--- src/rtl/core/mexp_pkg.sv ---
package mexp_pkg;

  localparam int unsigned MOD_WIDTH_DEF = 32;
  localparam int unsigned EXP_WIDTH_DEF = 64;

  // Width of the remainder unit's dividend: covers the 64-bit base and any product.
  localparam int unsigned DVD_W = 64;
  localparam int unsigned RED_CNT_W = $clog2(DVD_W);

  localparam int unsigned STEP_W = 4;
  typedef logic [STEP_W-1:0] step_t;

  // Program addresses.
  localparam step_t STEP_ACCEPT    = 4'd0;
  localparam step_t STEP_CHECK     = 4'd1;
  localparam step_t STEP_RED_BASE  = 4'd2;
  localparam step_t STEP_SET_BM    = 4'd3;
  localparam step_t STEP_SQR       = 4'd4;
  localparam step_t STEP_RED_SQR   = 4'd5;
  localparam step_t STEP_ST_SQR    = 4'd6;
  localparam step_t STEP_MUL       = 4'd7;
  localparam step_t STEP_RED_MUL   = 4'd8;
  localparam step_t STEP_ST_MUL    = 4'd9;
  localparam step_t STEP_TEST_IDX  = 4'd10;
  localparam step_t STEP_SHIFT_E   = 4'd11;
  localparam step_t STEP_EMIT      = 4'd12;
  localparam step_t STEP_EMIT_WAIT = 4'd13;
  localparam step_t STEP_BAD       = 4'd14;
  localparam step_t STEP_BAD_WAIT  = 4'd15;

  typedef enum logic [3:0] {
    OP_NOP,
    OP_ACCEPT,
    OP_RED,
    OP_SET_BM,
    OP_SQR,
    OP_MUL,
    OP_ST_ACC,
    OP_SHIFT_E,
    OP_EMIT,
    OP_EMIT_BAD
  } op_t;

  typedef enum logic [2:0] {
    COND_NEXT,
    COND_ALWAYS,
    COND_NO_REQ,
    COND_MOD_ZERO,
    COND_RED_MORE,
    COND_BIT_ZERO,
    COND_IDX_ZERO,
    COND_OUT_FREE
  } cond_t;

  typedef struct packed {
    op_t   op;
    cond_t cond;
    step_t target;
  } ctl_word_t;

  typedef struct packed {
    logic req_valid;
    logic mod_zero;
    logic red_more;
    logic bit_zero;
    logic idx_zero;
    logic out_free;
  } dp_status_t;

  typedef struct packed {
    logic [63:0] base;
    logic [63:0] exponent;
    logic [31:0] modulus;
  } req_t;

  typedef struct packed {
    logic [31:0] power_mod;
    logic        bad_modulus;
  } rsp_t;

endpackage

--- src/rtl/core/modular_exponentiation_lr.sv ---
// Modular exponentiation, left to right: rsp.power_mod = base ** exponent mod modulus.
// A request on the req channel carries base, exponent and modulus; the answer comes
// back on the rsp channel, one response per request, in order. Only the low
// MOD_WIDTH bits of the modulus and the low EXP_WIDTH bits of the exponent count.
// One request is worked on at a time; req_stall is low only while the control
// program sits at its accept step. For a zero modulus, rsp_valid rises with
// bad_modulus set and a power_mod of zero. Otherwise the base is reduced, then
// each exponent bit, most significant first, squares the accumulator and, if
// set, multiplies it by the reduced base. Every reduction goes through the
// remainder unit, which retires one dividend bit per cycle and works through
// all 64 dividend bits for each of the base reduction, every square and every
// multiply by the base.
// The response sits in an output register; rsp_valid holds while rsp_stall is
// high, and the program waits at its emit step until the register is free.
// Reset returns the program to the accept step and drops rsp_valid.
module modular_exponentiation_lr #(
  parameter int unsigned MOD_WIDTH = mexp_pkg::MOD_WIDTH_DEF,
  parameter int unsigned EXP_WIDTH = mexp_pkg::EXP_WIDTH_DEF
) (
  input  logic           clk,
  input  logic           rst,
  input  logic           req_valid,
  output logic           req_stall,
  input  mexp_pkg::req_t req,
  output logic           rsp_valid,
  input  logic           rsp_stall,
  output mexp_pkg::rsp_t rsp
);

  mexp_pkg::step_t      step;
  mexp_pkg::ctl_word_t  word;
  mexp_pkg::dp_status_t status;

  mexp_rom u_rom (
    .step (step),
    .word (word)
  );

  mexp_seq u_seq (
    .clk    (clk),
    .rst    (rst),
    .word   (word),
    .status (status),
    .step   (step)
  );

  mexp_dp #(
    .MOD_WIDTH (MOD_WIDTH),
    .EXP_WIDTH (EXP_WIDTH)
  ) u_dp (
    .clk       (clk),
    .rst       (rst),
    .word      (word),
    .status    (status),
    .req_valid (req_valid),
    .req_stall (req_stall),
    .req       (req),
    .rsp_valid (rsp_valid),
    .rsp_stall (rsp_stall),
    .rsp       (rsp)
  );

endmodule

--- src/rtl/core/mexp_rom.sv ---
module mexp_rom (
  input  mexp_pkg::step_t     step,
  output mexp_pkg::ctl_word_t word
);

  always_comb begin
    word = '{op: mexp_pkg::OP_NOP, cond: mexp_pkg::COND_ALWAYS,
             target: mexp_pkg::STEP_ACCEPT};
    unique case (step)
      mexp_pkg::STEP_ACCEPT: begin
        word = '{op: mexp_pkg::OP_ACCEPT, cond: mexp_pkg::COND_NO_REQ,
                 target: mexp_pkg::STEP_ACCEPT};
      end
      mexp_pkg::STEP_CHECK: begin
        word = '{op: mexp_pkg::OP_NOP, cond: mexp_pkg::COND_MOD_ZERO,
                 target: mexp_pkg::STEP_BAD};
      end
      mexp_pkg::STEP_RED_BASE: begin
        word = '{op: mexp_pkg::OP_RED, cond: mexp_pkg::COND_RED_MORE,
                 target: mexp_pkg::STEP_RED_BASE};
      end
      mexp_pkg::STEP_SET_BM: begin
        word = '{op: mexp_pkg::OP_SET_BM, cond: mexp_pkg::COND_NEXT,
                 target: mexp_pkg::STEP_ACCEPT};
      end
      mexp_pkg::STEP_SQR: begin
        word = '{op: mexp_pkg::OP_SQR, cond: mexp_pkg::COND_NEXT,
                 target: mexp_pkg::STEP_ACCEPT};
      end
      mexp_pkg::STEP_RED_SQR: begin
        word = '{op: mexp_pkg::OP_RED, cond: mexp_pkg::COND_RED_MORE,
                 target: mexp_pkg::STEP_RED_SQR};
      end
      mexp_pkg::STEP_ST_SQR: begin
        word = '{op: mexp_pkg::OP_ST_ACC, cond: mexp_pkg::COND_BIT_ZERO,
                 target: mexp_pkg::STEP_TEST_IDX};
      end
      mexp_pkg::STEP_MUL: begin
        word = '{op: mexp_pkg::OP_MUL, cond: mexp_pkg::COND_NEXT,
                 target: mexp_pkg::STEP_ACCEPT};
      end
      mexp_pkg::STEP_RED_MUL: begin
        word = '{op: mexp_pkg::OP_RED, cond: mexp_pkg::COND_RED_MORE,
                 target: mexp_pkg::STEP_RED_MUL};
      end
      mexp_pkg::STEP_ST_MUL: begin
        word = '{op: mexp_pkg::OP_ST_ACC, cond: mexp_pkg::COND_NEXT,
                 target: mexp_pkg::STEP_ACCEPT};
      end
      mexp_pkg::STEP_TEST_IDX: begin
        word = '{op: mexp_pkg::OP_NOP, cond: mexp_pkg::COND_IDX_ZERO,
                 target: mexp_pkg::STEP_EMIT};
      end
      mexp_pkg::STEP_SHIFT_E: begin
        word = '{op: mexp_pkg::OP_SHIFT_E, cond: mexp_pkg::COND_ALWAYS,
                 target: mexp_pkg::STEP_SQR};
      end
      mexp_pkg::STEP_EMIT: begin
        word = '{op: mexp_pkg::OP_EMIT, cond: mexp_pkg::COND_OUT_FREE,
                 target: mexp_pkg::STEP_ACCEPT};
      end
      mexp_pkg::STEP_EMIT_WAIT: begin
        word = '{op: mexp_pkg::OP_NOP, cond: mexp_pkg::COND_ALWAYS,
                 target: mexp_pkg::STEP_EMIT};
      end
      mexp_pkg::STEP_BAD: begin
        word = '{op: mexp_pkg::OP_EMIT_BAD, cond: mexp_pkg::COND_OUT_FREE,
                 target: mexp_pkg::STEP_ACCEPT};
      end
      mexp_pkg::STEP_BAD_WAIT: begin
        word = '{op: mexp_pkg::OP_NOP, cond: mexp_pkg::COND_ALWAYS,
                 target: mexp_pkg::STEP_BAD};
      end
      default: begin
        word = '{op: mexp_pkg::OP_NOP, cond: mexp_pkg::COND_ALWAYS,
                 target: mexp_pkg::STEP_ACCEPT};
      end
    endcase
  end

endmodule

--- src/rtl/core/mexp_seq.sv ---
module mexp_seq (
  input  logic                 clk,
  input  logic                 rst,
  input  mexp_pkg::ctl_word_t  word,
  input  mexp_pkg::dp_status_t status,
  output mexp_pkg::step_t      step
);

  logic jump;

  always_comb begin
    jump = 1'b0;
    unique case (word.cond)
      mexp_pkg::COND_NEXT:     jump = 1'b0;
      mexp_pkg::COND_ALWAYS:   jump = 1'b1;
      mexp_pkg::COND_NO_REQ:   jump = !status.req_valid;
      mexp_pkg::COND_MOD_ZERO: jump = status.mod_zero;
      mexp_pkg::COND_RED_MORE: jump = status.red_more;
      mexp_pkg::COND_BIT_ZERO: jump = status.bit_zero;
      mexp_pkg::COND_IDX_ZERO: jump = status.idx_zero;
      mexp_pkg::COND_OUT_FREE: jump = status.out_free;
      default:                 jump = 1'b0;
    endcase
  end

  always_ff @(posedge clk) begin
    if (rst) begin
      step <= mexp_pkg::STEP_ACCEPT;
    end else if (jump) begin
      step <= word.target;
    end else begin
      step <= step + mexp_pkg::step_t'(1);
    end
  end

endmodule

--- src/rtl/core/mexp_dp.sv ---
module mexp_dp #(
  parameter int unsigned MOD_WIDTH = mexp_pkg::MOD_WIDTH_DEF,
  parameter int unsigned EXP_WIDTH = mexp_pkg::EXP_WIDTH_DEF
) (
  input  logic                 clk,
  input  logic                 rst,
  input  mexp_pkg::ctl_word_t  word,
  output mexp_pkg::dp_status_t status,
  input  logic                 req_valid,
  output logic                 req_stall,
  input  mexp_pkg::req_t       req,
  output logic                 rsp_valid,
  input  logic                 rsp_stall,
  output mexp_pkg::rsp_t       rsp
);

  localparam int unsigned IDX_W = (EXP_WIDTH > 1) ? $clog2(EXP_WIDTH) : 1;
  localparam int unsigned PROD_W = 2 * MOD_WIDTH;
  localparam int unsigned DVD_W = mexp_pkg::DVD_W;
  localparam int unsigned CNT_W = mexp_pkg::RED_CNT_W;

  logic [MOD_WIDTH-1:0] m;
  logic [EXP_WIDTH-1:0] e;
  logic [IDX_W-1:0]     idx;
  logic [MOD_WIDTH-1:0] bm;
  logic [MOD_WIDTH-1:0] acc;
  logic [MOD_WIDTH-1:0] rem;
  logic [DVD_W-1:0]     dvd;
  logic [CNT_W-1:0]     cnt;

  logic [MOD_WIDTH-1:0] opnd;
  logic [PROD_W-1:0]    prod;
  logic [MOD_WIDTH:0]   shifted;
  logic [MOD_WIDTH:0]   diff;
  logic [MOD_WIDTH-1:0] rem_next;
  logic                 out_free;
  logic                 accept;

  assign accept    = req_valid && (word.op == mexp_pkg::OP_ACCEPT);
  assign req_stall = (word.op != mexp_pkg::OP_ACCEPT);
  assign out_free  = !(rsp_valid && rsp_stall);

  // One multiplier serves both the square and the multiply by the reduced base.
  assign opnd = (word.op == mexp_pkg::OP_MUL) ? bm : acc;
  assign prod = PROD_W'(acc) * PROD_W'(opnd);

  // Restoring remainder step: the partial remainder stays below m, so the
  // shifted value stays below 2m and one conditional subtract suffices.
  assign shifted  = {rem, dvd[DVD_W-1]};
  assign diff     = shifted - {1'b0, m};
  assign rem_next = (shifted >= {1'b0, m}) ? diff[MOD_WIDTH-1:0] : shifted[MOD_WIDTH-1:0];

  assign status.req_valid = req_valid;
  assign status.mod_zero  = (m == '0);
  assign status.red_more  = (cnt != CNT_W'(DVD_W - 1));
  assign status.bit_zero  = !e[EXP_WIDTH-1];
  assign status.idx_zero  = (idx == '0);
  assign status.out_free  = out_free;

  always_ff @(posedge clk) begin
    unique case (word.op)
      mexp_pkg::OP_ACCEPT: begin
        if (accept) begin
          m   <= req.modulus[MOD_WIDTH-1:0];
          e   <= req.exponent[EXP_WIDTH-1:0];
          dvd <= req.base;
          rem <= '0;
          cnt <= '0;
        end
      end
      mexp_pkg::OP_RED: begin
        rem <= rem_next;
        dvd <= dvd << 1;
        cnt <= cnt + CNT_W'(1);
      end
      mexp_pkg::OP_SET_BM: begin
        bm  <= rem;
        acc <= (m == MOD_WIDTH'(1)) ? '0 : MOD_WIDTH'(1);
        idx <= IDX_W'(EXP_WIDTH - 1);
      end
      mexp_pkg::OP_SQR, mexp_pkg::OP_MUL: begin
        dvd <= DVD_W'(prod);
        rem <= '0;
        cnt <= '0;
      end
      mexp_pkg::OP_ST_ACC: begin
        acc <= rem;
      end
      mexp_pkg::OP_SHIFT_E: begin
        e   <= e << 1;
        idx <= idx - IDX_W'(1);
      end
      mexp_pkg::OP_EMIT: begin
        if (out_free) begin
          rsp.power_mod   <= 32'(acc);
          rsp.bad_modulus <= 1'b0;
        end
      end
      mexp_pkg::OP_EMIT_BAD: begin
        if (out_free) begin
          rsp.power_mod   <= '0;
          rsp.bad_modulus <= 1'b1;
        end
      end
      default: begin
      end
    endcase
  end

  always_ff @(posedge clk) begin
    if (rst) begin
      rsp_valid <= 1'b0;
    end else if (out_free && (word.op == mexp_pkg::OP_EMIT ||
                              word.op == mexp_pkg::OP_EMIT_BAD)) begin
      rsp_valid <= 1'b1;
    end else if (!rsp_stall) begin
      rsp_valid <= 1'b0;
    end
  end

endmodule
--- config.mk ---
export PLATFORM = sky130hd
export DESIGN_NAME = modular_exponentiation_lr
export DESIGN_NICKNAME = d
export VERILOG_FILES = /design/src/rtl/core/mexp_pkg.sv /design/src/rtl/core/modular_exponentiation_lr.sv /design/src/rtl/core/mexp_rom.sv /design/src/rtl/core/mexp_seq.sv /design/src/rtl/core/mexp_dp.sv
export SDC_FILE = /design/constraint.sdc
export NUM_CORES = 2
export LEC_CHECK = 0
export BUFFER_PORTS_ARGS = -buffer_cell sky130_fd_sc_hd__buf_2
export CORE_MARGIN = 2
export CORE_UTILIZATION = 24
export DETAILED_ROUTE_END_ITERATION = 10
export PLACE_DENSITY = 0.37
export SLEW_MARGIN = 15
export SYNTH_ARGS = -nofsm -noshare
export SYNTH_HDL_FRONTEND = slang
export SYNTH_SLANG_ARGS = --single-unit
--- constraint.sdc ---
create_clock -name clk -period 11.29 [get_ports clk]
set_clock_uncertainty 0.15 [all_clocks]
set_input_delay 2.258 -clock clk [delete_from_list [all_inputs] [get_ports clk]]
set_output_delay 2.258 -clock clk [all_outputs]
set_load 0.02 [all_outputs]
After elaboration in Yosys (flattened, before gate mapping)
Memory sizes are Yosys's and may differ from the RTL's. A register that Yosys moved wholly into a read port is not among the register bits.
Cells that the tools add are included.
{"block": "op_classes", "n_addsub": 4, "n_reduce_logical": 20, "n_mul": 1, "magnitude_cmp": 1, "n_eq_ne": 23, "muxes": 21}
{"op": "$pmux W64 S3", "n": 1}
{"op": "$mux W64", "n": 2}
{"op": "$pmux W64 S2", "n": 1}
{"op": "$mux W32", "n": 3}
{"op": "$pmux W32 S3", "n": 1}
{"op": "$mux W33", "n": 2}
{"op": "$pmux W33 S2", "n": 1}
{"op": "$mul A32 B32 Y64", "n": 1}
{"op": "$pmux W32 S2", "n": 1}
{"op": "$ge A33 B32 Y1", "n": 1}
{"op": "$eq A32 B1 Y1 const B", "n": 1}
{"op": "$logic_not A32 Y1", "n": 1}
{"op": "$sub A32 B32 Y32", "n": 1}
{"op": "$pmux W6 S3", "n": 1}
{"op": "$eq A4 B3 Y1 const B", "n": 4}
{"op": "$eq A3 B3 Y1 const B", "n": 4}
{"op": "$pmux W6 S2", "n": 1}
{"op": "$eq A4 B2 Y1 const B", "n": 2}
{"op": "$eq A4 B4 Y1 const B", "n": 2}
{"op": "$mux W4", "n": 2}
{"op": "$pmux W1 S8", "n": 1}
{"op": "$reduce_bool A2 Y1", "n": 4}
{"op": "$add A6 B1 Y6 const B", "n": 1}
{"op": "$eq A3 B2 Y1 const B", "n": 2}
{"op": "19 further kinds", "n": 29}
{"block": "word_totals", "elab_cells": 83, "mem_count": 1, "out_inout_bits": 35, "reg_bits": 306, "inputBits": 164, "mem_bits_ro": 176}
{"name": "(no name shown)", "depth": 16, "width": 11, "rd": 1, "rd_ports_with_merged_regs": 1, "wr": 0, "line_no": "mexp_rom.sv:9", "rtl": "unique case (step)"}

Depth between registers and ports, before layout
{"block": "logic_depth", "depth_word": 5, "ltp_mapped": 34, "depth_no_buf": 30}

Cells and area by module
Synthesis repeated with hierarchy kept, for this count alone.
{"block": "hier_totals", "cells_unflattened": 4939, "hier_area_um2": 48191.2}
{"mod": "mexp_dp", "n_inst": 1, "seq_area_each_um2": 9058.7, "cells_each": 4867, "area_each_um2": 47561.9}
{"mod": "mexp_rom", "n_inst": 1, "seq_area_each_um2": 0.0, "cells_each": 43, "area_each_um2": 335.3}
{"mod": "mexp_seq", "n_inst": 1, "seq_area_each_um2": 80.1, "cells_each": 29, "area_each_um2": 294.0}

Least setup slack after synthesis
Ideal clock, no wire load.
{"block": "synth_path", "path_kind": "reg-to-reg", "startpoint": "reg, netlist name u_rom.word[10]", "endpoint": "reg u_dp.dvd[55] (data pin)", "arrival_ns": 8.238, "slack_ns": 2.638, "path_stages_with_launch": 30, "synth_period_minus_slack_ns": 8.652, "required_ns": 10.876, "path_buffers": 4, "setup_ns": 0.264, "path_cell_list": "dfxtp_1 clkbuf_1 nand2b_1 nor2_1 nand2_1 clkbuf_1 mux2i_1 clkbuf_1 nor2b_1 fa_1 fa_1 inv_1 fa_1 fa_1 inv_1 fa_1 fa_1 fa_1 fa_1 ha_1 buf_6 a21o_1 a2111oi_4 o211ai_1 o31ai_2 o211ai_2 a311oi_4 o21bai_2 xnor2_1 o21ai_1"}
{"block": "synth_via", "elab_chain_len": 4, "word_cells_on_any_way": 8, "classes_between": "mul: 1; eq/ne: 4; mux: 2; reduce/logical: 1"}
{"item": "$eq A4 B3 Y1", "line_no": "mexp_dp.sv:44, mexp_dp.sv:61"}
{"item": "$mux W32", "line_no": "mexp_dp.sv:44", "rtl": "assign opnd = (word.op == mexp_pkg::OP_MUL) ? bm : acc;"}
{"item": "$mul A32 B32 Y64", "line_no": "mexp_dp.sv:45", "rtl": "assign prod = PROD_W'(acc) * PROD_W'(opnd);"}
{"item": "$pmux W64 S3 *", "line_no": "mexp_dp.sv:61", "rtl": "unique case (word.op)"}
{"item": "end signal, assigned", "line_no": "mexp_dp.sv:66", "rtl": "dvd <= req.base;"}
{"item": "end signal, assigned", "line_no": "mexp_dp.sv:73", "rtl": "dvd <= dvd << 1;"}
{"item": "end signal, assigned", "line_no": "mexp_dp.sv:82", "rtl": "dvd <= DVD_W'(prod);"}
{"item": "end, declared", "line_no": "mexp_dp.sv:28", "rtl": "logic [DVD_W-1:0] dvd;"}
Every way passes the cells marked *; elsewhere a longest branch is shown, timed or not.
A chain may end at the register's enable or synchronous reset.

Final worst setup path
{"block": "layout_path", "startpoint": "reg, netlist name u_rom.word[10]", "endpoint": "reg u_dp.dvd[63] (data pin)"}
{"block": "layout_via", "elab_chain_len": 4, "word_cells_on_any_way": 8, "classes_between": "mul: 1; eq/ne: 4; mux: 2; reduce/logical: 1"}
{"item": "$eq A4 B3 Y1", "line_no": "mexp_dp.sv:44, mexp_dp.sv:61"}
{"item": "$mux W32", "line_no": "mexp_dp.sv:44"}
{"item": "$mul A32 B32 Y64", "line_no": "mexp_dp.sv:45"}
{"item": "$pmux W64 S3 *", "line_no": "mexp_dp.sv:61"}
Marked as above.

==> run metrics <==
CORE AREA=approximately 200000 sq um; number of synthesis warnings=0; Max stage delay on crit path=0.63 ns; initial antenna violation count=13; Initial DRT Pass Iterations=5; type of the worst setup path=reg -> reg; MaxCap Viol Count=0; syn_area_per_cell=9.76 sq um; CTS tree=yes; RSZ-0062 raised after global routing=no; DRT antenna net count=0; Rows=164; io pins=199; Final Max Slew Viols=0; First DRT Iteration DRCs=1830; status=complete, no violations; Top FF cell, synth=edfxtp_1; most common cell in the netlist=inv_1; Hold Path Depth=2; post-cts sizing count=0; Final GP Congestion=~0.85; Synth area leader=fa_1; crit share post-route=90.4%; CP startpoint=u_rom.word[10]; Worst Setup Start Kind=flip-flop; Gate Count Post-Synth=a little under 5000; worst endpoint data arrival time=roughly 10 ns; I/O Buffers=about 200; Mapped Nets=6315; Detailed Route WL=approximately 170000 um; Initial Util=24.2%; fmax=98.0 MHz; Reg-to-Reg Start=u_rom.word[10]; most used cell, CP=fa_1; worst r2r path cells=26; Die Wd=453 um; critical path endpoint category=flip-flop; Die ar.=between 200000 and 250000 sq um; CTS sink cnt=between 300 and 400; hold crit path type=reg -> reg; # setup viols final=0; die height=roughly 450 um; postcts setup bufs=0; ranking of synthesized cells by area=fa_1 37%, edfxtp_1 19%, ha_1 7.9%, inv_1 7.1%, and2_1 6.4%; Req. time, crit path=11.47 ns; area grow syn2layout=11.4%; CP Max Fanout=37; Seq cells post-synth=~320; Clock Path Buffers=3; Final nets=6371; post-synthesis sequential area ratio=19.4%; vias in the first global route=37604; share of cells above drive strength 1=approximately 8.7%; CP max-delay cell=mux2_2; root buf cell=clkbuf_16; post-DR wirelength/cell=21.9 um; synth cell count leaders=911 x inv_1, 897 x fa_1, 708 x nand2_1; detailed placer's ending HPWL=131000 um; minimum clock period=10.20 ns; Synth cell types=87; TNS Setup=0 ns; Residual DRC=0; slew margin rel.=30.4%; hold buffer count at cts=0; Tightest Pin Transition=1.02 ns; share of the synthesized area in the top cell type=roughly 37%; Tot GR Track Use=16.7%; Vias=34015; routed vias/inst=4.41; HP Start=u_rom.word[0]; largest net degree at the start of global routing=70; Clock Latency Late Sink=0.61 ns; Worst-path clk slew=0.06 ns; first-pass GRT wire length=around 250000 um; asr flop ratio synth=0%; number of synthesized flops with an enable pin=301; total CTS buffers=43; Layout Utilization=26.9%; R2R Setup Slk=1.09 ns; H-tree levels=2; total overflow reported by the global router=0; synthesized cell area=48300 sq um; final hold violations=0
through the flow:
stage	hold WS (ns)	worst slack, ns	std cells	cell area, sq um
floorplan	0.284	2.64	4950	48300
global placement	0.314	1.12	7617	52300
detailed placement	0.313	1.08	7617	52300
CTS	0.318	1.04	7697	53800
global route	0.354	0.602	7697	53800
finish	0.315	1.09	7705	53800
path summary, 6_finish.rpt:
| check | endpoint |
|---|---|
| setup / recovery | u_dp.dvd[63] |
| hold / removal | u_seq.step[0] |
| setup reg to reg | u_dp.dvd[63] |
| hold reg to reg | u_seq.step[0] |
logic make-up (layout without fill, tap and decap cells):
logic type / count (synthesis) / after routing / share of synthesized area, %
flops: 317 / 317 / 19.4
xor+xnor: 87 / 87 / 1.58
fa+ha+maj: 1201 / 1201 / 45.1
buf+inv: 1190 / 1281 / 9.38
mux: 59 / 59 / 1.30
simple gates: 1614 / 1614 / 16.7
compound gates: 482 / 482 / 6.65
other cells: 0 / 8 / 0
routing by layer:
layer | GRT usage [%] | part of all wire (%) | vias to the layer above
li1 | - | - | 15413
met1 | 22.2 | 44 | 17869
met2 | 29.3 | 50 | 603
met3 | 1.34 | 3.0 | 126
met4 | 3.93 | 2.5 | 4
met5 | 0 | 0.016 | -
layout by cell type, fill, tap and decap left out, types with 8 or more instances in the layout:
master / instances
buf_2: 198
ha_1: 304
o31ai_1: 12
diode_2: 8
o22ai_1: 8
nand2_1: 705
inv_1: 911
buf_4: 89
a31oi_1: 15
a21oi_1: 108
and3_1: 43
nand2b_1: 18
a21o_1: 37
and2_1: 494
nor3_1: 16
clkinv_2: 10
fa_1: 897
edfxtp_1: 301
dfxtp_1: 16
nor2_1: 105
o21bai_1: 16
nand3_1: 22
mux2i_1: 26
xor2_1: 30
mux2_2: 30
nand4_1: 25
clkbuf_16: 43
a211oi_1: 17
o21a_1: 23
nor2b_1: 129
o21ai_1: 14
o211ai_1: 12
xnor2_1: 57
o21ai_0: 103
a22oi_1: 55
nor4_1: 12
cell type report:
| type | instances | area [sq um] |
|---|---|---|
| Clock inverter | 31 | 398 |
| Inverter | 913 | 3430 |
| Clock buffer | 49 | 1100 |
| Tap cell | 2656 | 3320 |
| Fill cell | 21462 | 146000 |
| Timing Repair Buffer | 288 | 1680 |
| Antenna cell | 8 | 20.0 |
| Sequential cell | 317 | 9360 |
| Multi-Input combinational cell | 3443 | 34500 |
critical path, delay by kind of cell (launching register included):
kind,cells,cell delay [ns]
fa+ha+maj,9,4.42
compound gates,8,2.20
simple gates,4,1.30
mux,1,0.63
flops,1,0.49
buf+inv,3,0.43
xor+xnor,1,0.16
state kept, by name, summed over array words and instances (netlist names), 11 cells and up:
signal / count
u_dp.dvd: 64
u_dp.e: 64
u_dp.rsp: 33
u_dp.acc: 32
u_dp.bm: 32
u_dp.m: 32
u_dp.rem: 32
u_rom.word: 11
Power is not shown: default switching activity piles up to over one toggle a cycle in this logic, so the estimate is an artifact.
